**src/krsf_pkg.sv**
```systemverilog
// Shared constants, codes and types of the keyed record sort, filter and total block.
package krsf_pkg;

    localparam int DEPTH     = 64;
    localparam int KEY_BYTES = 8;
    localparam int AW        = $clog2(DEPTH);
    localparam int CW        = AW + 1;
    localparam int KEY_W     = 64;
    localparam int COST_W    = 32;
    localparam int CAT_W     = 2;
    localparam int TOT_W     = 40;
    localparam int STAT_W    = 2;

    localparam logic [KEY_W-1:0] KEY_MASK = (KEY_BYTES >= 8) ? {KEY_W{1'b1}} :
        ((64'd1 << (8 * KEY_BYTES)) - 64'd1);
    localparam logic [TOT_W-1:0] TOTAL_MAX = {TOT_W{1'b1}};
    localparam logic [CW-1:0]    DEPTH_C   = CW'(DEPTH);

    localparam logic ACT_LOAD   = 1'b0;
    localparam logic ACT_REPORT = 1'b1;

    localparam logic CFG_DESCENDING = 1'b0;
    localparam logic CFG_CATEGORY   = 1'b1;

    localparam logic [STAT_W-1:0] ST_ACCEPTED = 2'd0;
    localparam logic [STAT_W-1:0] ST_FULL     = 2'd1;
    localparam logic [STAT_W-1:0] ST_REPORT   = 2'd2;

    typedef struct packed {
        logic [KEY_W-1:0]  key;
        logic [COST_W-1:0] cost;
        logic [CAT_W-1:0]  cat;
    } record_t;

    // Commands from the controller to the datapath.
    typedef struct packed {
        logic load;       // append the input record or report store full
        logic sort_init;  // outer index to one
        logic rd_prev;    // read address is j-1 instead of i
        logic hold_take;  // capture the read record, j takes i
        logic wr_shift;   // write the read record at j, step j down
        logic wr_held;    // write the held record at j, step i up
        logic scan_init;  // outer index to zero, clear total and pending item
        logic scan_take;  // filter the read record, step i up
        logic flush;      // give the final result of the report
    } krsf_cmd_t;

    // Status from the datapath to the controller.
    typedef struct packed {
        logic i_done;
        logic j_zero;
        logic move;
    } krsf_stat_t;

endpackage

```
**src/krsf_ctrl.sv**
```systemverilog
// Controller: sequences loads, the insertion sort over memory and the filtered scan.
module krsf_ctrl
    import krsf_pkg::*;
(
    input  logic        clk,
    input  logic        rst_n,
    input  logic        start,
    input  logic        action,
    input  krsf_stat_t  stat,
    output krsf_cmd_t   cmd,
    output logic        busy
);

    typedef enum logic [2:0] {
        S_IDLE,
        S_I_CHECK,
        S_I_HOLD,
        S_J_CHECK,
        S_J_CMP,
        S_SCAN_RD,
        S_SCAN_TAKE,
        S_FLUSH
    } state_t;

    state_t state_reg;
    state_t state_next;

    assign busy = (state_reg != S_IDLE);

    always_comb
    begin
        cmd        = '0;
        state_next = state_reg;
        unique case (state_reg)
            S_IDLE:
            begin
                if (start)
                begin
                    if (action == ACT_LOAD)
                    begin
                        cmd.load = 1'b1;
                    end
                    else
                    begin
                        cmd.sort_init = 1'b1;
                        state_next    = S_I_CHECK;
                    end
                end
            end
            S_I_CHECK:
            begin
                if (stat.i_done)
                begin
                    cmd.scan_init = 1'b1;
                    state_next    = S_SCAN_RD;
                end
                else
                begin
                    state_next = S_I_HOLD;
                end
            end
            S_I_HOLD:
            begin
                cmd.hold_take = 1'b1;
                state_next    = S_J_CHECK;
            end
            S_J_CHECK:
            begin
                if (stat.j_zero)
                begin
                    cmd.wr_held = 1'b1;
                    state_next  = S_I_CHECK;
                end
                else
                begin
                    cmd.rd_prev = 1'b1;
                    state_next  = S_J_CMP;
                end
            end
            S_J_CMP:
            begin
                if (stat.move)
                begin
                    cmd.wr_shift = 1'b1;
                    state_next   = S_J_CHECK;
                end
                else
                begin
                    cmd.wr_held = 1'b1;
                    state_next  = S_I_CHECK;
                end
            end
            S_SCAN_RD:
            begin
                state_next = stat.i_done ? S_FLUSH : S_SCAN_TAKE;
            end
            S_SCAN_TAKE:
            begin
                cmd.scan_take = 1'b1;
                state_next    = S_SCAN_RD;
            end
            S_FLUSH:
            begin
                cmd.flush  = 1'b1;
                state_next = S_IDLE;
            end
            default:
            begin
                state_next = S_IDLE;
            end
        endcase
    end

    always_ff @(posedge clk or negedge rst_n)
    begin
        if (!rst_n)
        begin
            state_reg <= S_IDLE;
        end
        else
        begin
            state_reg <= state_next;
        end
    end

endmodule

```
**config.mk**
```make
export PLATFORM = sky130hd
export DESIGN_NAME = krsf_ctrl
export DESIGN_NICKNAME = d
export VERILOG_FILES = /design/src/krsf_pkg.sv /design/src/krsf_ctrl.sv
export SDC_FILE = /design/constraint.sdc
export NUM_CORES = 1
export LEC_CHECK = 0
export ABC_CLOCK_PERIOD_IN_PS = 1300
export BUFFER_PORTS_ARGS = -buffer_cell sky130_fd_sc_hd__clkbuf_2
export CORE_AREA = 2 2 39 41
export CTS_CLUSTER_SIZE = 16
export DETAILED_ROUTE_END_ITERATION = 8
export DIE_AREA = 0 0 41 43
export PLACE_DENSITY = 0.51
export SLEW_MARGIN = 20
export SYNTH_ARGS = -nofsm -noshare
export SYNTH_HDL_FRONTEND = slang
export SYNTH_SLANG_ARGS = --single-unit
```
**constraint.sdc**
```tcl
create_clock -name clk -period 1.3 [get_ports clk]
set_input_delay 0.065 -clock clk [delete_from_list [all_inputs] [get_ports clk]]
set_output_delay 0.065 -clock clk [all_outputs]
set_load 0.01 [all_outputs]
```
## Word-level counts from Yosys, hierarchy flattened

Cells that the tools add are included.

- Output and inout port bits: 10
- Bits of input ports: 7
- Register bits: 3

- Mux-type cells: 23
- Reductions and logical operators: 3
- Equal/unequal tests: 9

Operators with widths:

| operator | count |
|---|---|
| $pmux W3 S8 | 1 |
| $mux W1 | 14 |
| $eq A3 B3 Y1 const B | 4 |
| $mux W3 | 4 |
| $eq A3 B2 Y1 const B | 2 |
| $mux W2 | 3 |
| $ne A2 B2 Y1 const B | 2 |
| $eq A3 B1 Y1 const B | 1 |
| $logic_not A3 Y1 | 1 |
| $reduce_bool A3 Y1 | 1 |
| $pmux W1 S2 | 1 |
| $reduce_and A2 Y1 | 1 |

## Longest topological paths before layout

- Depth in word-level cells: 3
- Gate-level depth with buffers: 3

## Worst setup path before layout

Ideal clock, no wire load.

- Kind: reg-to-reg
- Start: register state_reg[0]
- End: register state_reg[1]
- Clock period less this slack: 1,148 ps
- Cell stages (with the launch flop): 4
- Slack: 152 ps
- Path buffers: 1
- Data arrival time: 1,082 ps
- Cells stage by stage: dfrtp_1 buf_4 nor3b_1 a211o_1

- Word-level cells in the longest chain between the ends: 3
- Elaborated cells between the ends (all ways): 12
- Classes of those cells: eq/ne: 9; mux: 1; reduce/logical: 2

Ends and longest elaborated chain:

| what | line | RTL |
|---|---|---|
| from (decl) | krsf_ctrl.sv:25 | `state_t state_reg;` |
| from (signal assigned) | krsf_ctrl.sv:122 | `state_reg <= state_next;` |
| branches (longest 3 deep; another with $pmux W3 S8) | n/a |  |

Parallel ways; which one is timed is not known.
A chain may end at the register's enable or synchronous reset.

## Final worst setup path

- Start: register state_reg[0]
- End: register state_reg[2]

Same word-level chain as after synthesis.

==> key figures <==
Run status
  – Status: finished, violations left
  – Failing checks: setup timing

Route
  – Drt drc: 0
  – Detailed Routing Iterations Pass 1: 4
  – Wire length per cell: 11.67 µm
  – Via Count: 340
  – ANT nets after route: 0
  – WL final: 840 µm
  – Initial drt markers: 6
  – Avg Vias per Cell: 4.722

Timing
  – Worst Skew: 1.101 ps
  – Worst-Margin Slew: 217.0 ps
  – Final Critical Period: 1314 ps
  – Hold Fails Final Rpt: 0
  – Final Max Slew Viols: 0
  – F_max: 760.8 MHz
  – Unrepaired setup endpoints after global routing: yes
  – Setup TNS: -38.66 ps
  – Relative slew slack: 0.8538
  – Period Utilization, post-route: 1.011
  – Final Setup Violations: 4
  – Fin worst setup slack: -14.32 ps

GRT
  – Grt met1 use: 0.1165
  – Routing usage on met3: 0.04712
  – First-pass GRT wire length: 1.228 mm
  – Initial antenna violation count: 0
  – Vias in the first global route: 305
  – Total GRT Usage: 0.1097
  – M2 GR Usage: 0.1531
  – Gr ovfl total: 0
  – Most used routing layer: met2
  – Largest net degree at the start of global routing: 10

Power and ir drop
  – PwrDens: 2386 nW/µm²
  – P_leak: 0.2728 nW
  – Comb pwr share: 0.672
  – P_sw: 0.4899 mW
  – Clk pwr share: 0.129
  – Worst vdd ir: 712.7 µV
  – Sw frac: 0.3944
  – Cell internal pwr: 0.7523 mW
  – Seq pwr share: 0.200

Cells and area
  – Fin area: 520.5 µm²
  – Post-Route Utilization: 0.3761
  – Share of cells above drive strength 1: 0.6250
  – Area Growth Syn to Fin: 91.71%
  – Nets: 64
  – ANT cells: 0
  – Largest register FFs: 3

Worst setup path
  – Critical path type: reg -> reg
  – Crit Path Max Fanout: 5
  – Worst path arrival time: 1420 ps
  – Worst Path Required: 1410 ps
  – Reg2Reg Setup Slack: -10 ps
  – Setup crit start kind: flip-flop
  – Worst r2r src: state_reg[0]$_DFFE_PN0P_
  – Crit Reg-Reg Endpoint: state_reg[2]$_DFFE_PN0P_
  – R2R cell count: 4
  – Crit end category: flip-flop

Clock tree
  – Sink Count: 3
  – CTS Buffer Depth: 2
  – CTS tree: done
  – CTS buffer count: 3
  – CTS clk-pin slew, worst paths: 40 ps
  – CTS H-tree lvls: 1
  – Worst skew pair latency: 230 ps
  – CTS root buf: clkbuf_4

Synth
  – Post-synth cell types: 21
  – Synth async-reset ratio: 1.000
  – Post-Syn Instances: 29
  – Seq/Total Area, Yosys: 0.2765
  – Post-synth EDFFs: 0
  – FF+latch count, synth: 3
  – Mapped Avg Cell Area: 9.362 µm²
  – Synth Cell Area: 271.5 µm²
  – Total nets after synthesis: 36
  – Warnings from Yosys: 0
  – Synth Flop Type: dfrtp_1

Floorplanning
  – Die ar.: 1763 µm²
  – Core ar.: 1384 µm²
  – Chip height: 43 µm
  – FP Rows: 14
  – Ports: 17
  – Die Span X: 41 µm
  – Initial core utilization: 0.1962

Worst hold path
  – Worst hold path class: in -> reg
  – Worst min-delay path startpoint: start
  – Worst Hold End: state_reg[0]$_DFFE_PN0P_
  – Hold Path Depth: 3

Placed design
  – DPL Wire Length: 538.7 µm
  – Gp weighted congestion: 0.7359
  – Placed instance area: 387.9 µm²
  – I/O Buffers: 16

Flow run
  – Max-cap violation count: 0
## cell usage after synthesis, drive strengths merged (2+ instances only)
cell   count  area [µm²]
dfrtp      3       75.07
inv        3       11.26
and3       3       18.77
nor3       2       10.01
buf        2       18.77
nor3b      2       15.01
## worst max-delay path by stage
stage / cells after the start / end / from / slack (ps)
finish: 4 / state_reg[2]$_DFFE_PN0P_ / state_reg[0]$_DFFE_PN0P_ / -10
global route: 4 / cmd[7] / state_reg[1]$_DFFE_PN0P_ / -100
CTS: 4 / cmd[8] / state_reg[1]$_DFFE_PN0P_ / -30
detailed placement: 3 / state_reg[1]$_DFFE_PN0P_ / state_reg[0]$_DFFE_PN0P_ / 80
global placement: 3 / state_reg[1]$_DFFE_PN0P_ / state_reg[0]$_DFFE_PN0P_ / 80
floorplan: 3 / state_reg[1]$_DFFE_PN0P_ / state_reg[0]$_DFFE_PN0P_ / 150
## layout make-up
class                           instances  area, µm²
Timing Repair Buffer                   25      183.9
Fill cell                             142      863.3
Inverter                                3      13.76
Tap cell                               16      20.02
Sequential cell                         3      78.83
Clock buffer                            4      26.28
Multi-Input combinational cell         21      197.7
## critical path, stage by stage (launching register included)
cell,delay (ps)
dfrtp_2,440
buf_4,170
clkbuf_16,140
xor2_1,150
a221o_1,290
## repair_timing
| action | CTS | global route |
|---|---|---|
| gates cloned | 0 | 1 |
| buffers inserted | 3 | 1 |
| endpoints found under the hold margin | 3 | 0 |
| hold buffers | 1 | 0 |
| gates resized for setup | 8 | 8 |
| pin swaps | 2 | 1 |
| endpoints found under the setup margin | 6 | 5 |
## power by group through the flow
| stage | clock [mW] | combinational [mW] | sequential (mW) |
|---|---|---|---|
| finish | 0.160 | 0.834 | 0.248 |
| global route | 0.180 | 0.909 | 0.257 |
| CTS | 0.169 | 0.680 | 0.241 |
| detailed placement | 0 | 0.547 | 0.243 |
| global placement | 0 | 0.549 | 0.250 |
| floorplan | 0 | 0.384 | 0.195 |
## cell families after synthesis
group / Yosys count / share of synthesized area
buffers and inverters: 5 / 0.1106
XOR/XNOR: 1 / 0.03226
AND/OR/NAND/NOR: 15 / 0.3917
flip-flops: 3 / 0.2765
AO/OA/AOI/OAI: 5 / 0.1890
## metrics by stage
step / hold slack [ps] / setup WS, ps / cells / power [mW]
global route: 92.41 / -98.42 / 72 / 1.347
global placement: -136.6 / 82.81 / 62 / 0.8000
floorplan: -230.6 / 152.1 / 29 / 0.5791
finish: 70.22 / -14.32 / 72 / 1.242
CTS: 67.90 / -33.61 / 70 / 1.090
detailed placement: -135.4 / 80.64 / 62 / 0.7897
## placed cells by master (no fill, tap or decap), types with 2 or more instances in the layout
cell / count
inv_1: 2
buf_2: 5
dfrtp_2: 3
and3_1: 3
buf_4: 5
clkbuf_4: 3
clkbuf_2: 11
## metal layers
layer	share of wire	routed length, µm
met2	0.57	480
met5	0	0
met1	0.35	297
met4	0.023	19
met3	0.050	42
Note: power is estimated with default switching activity, not from simulation.
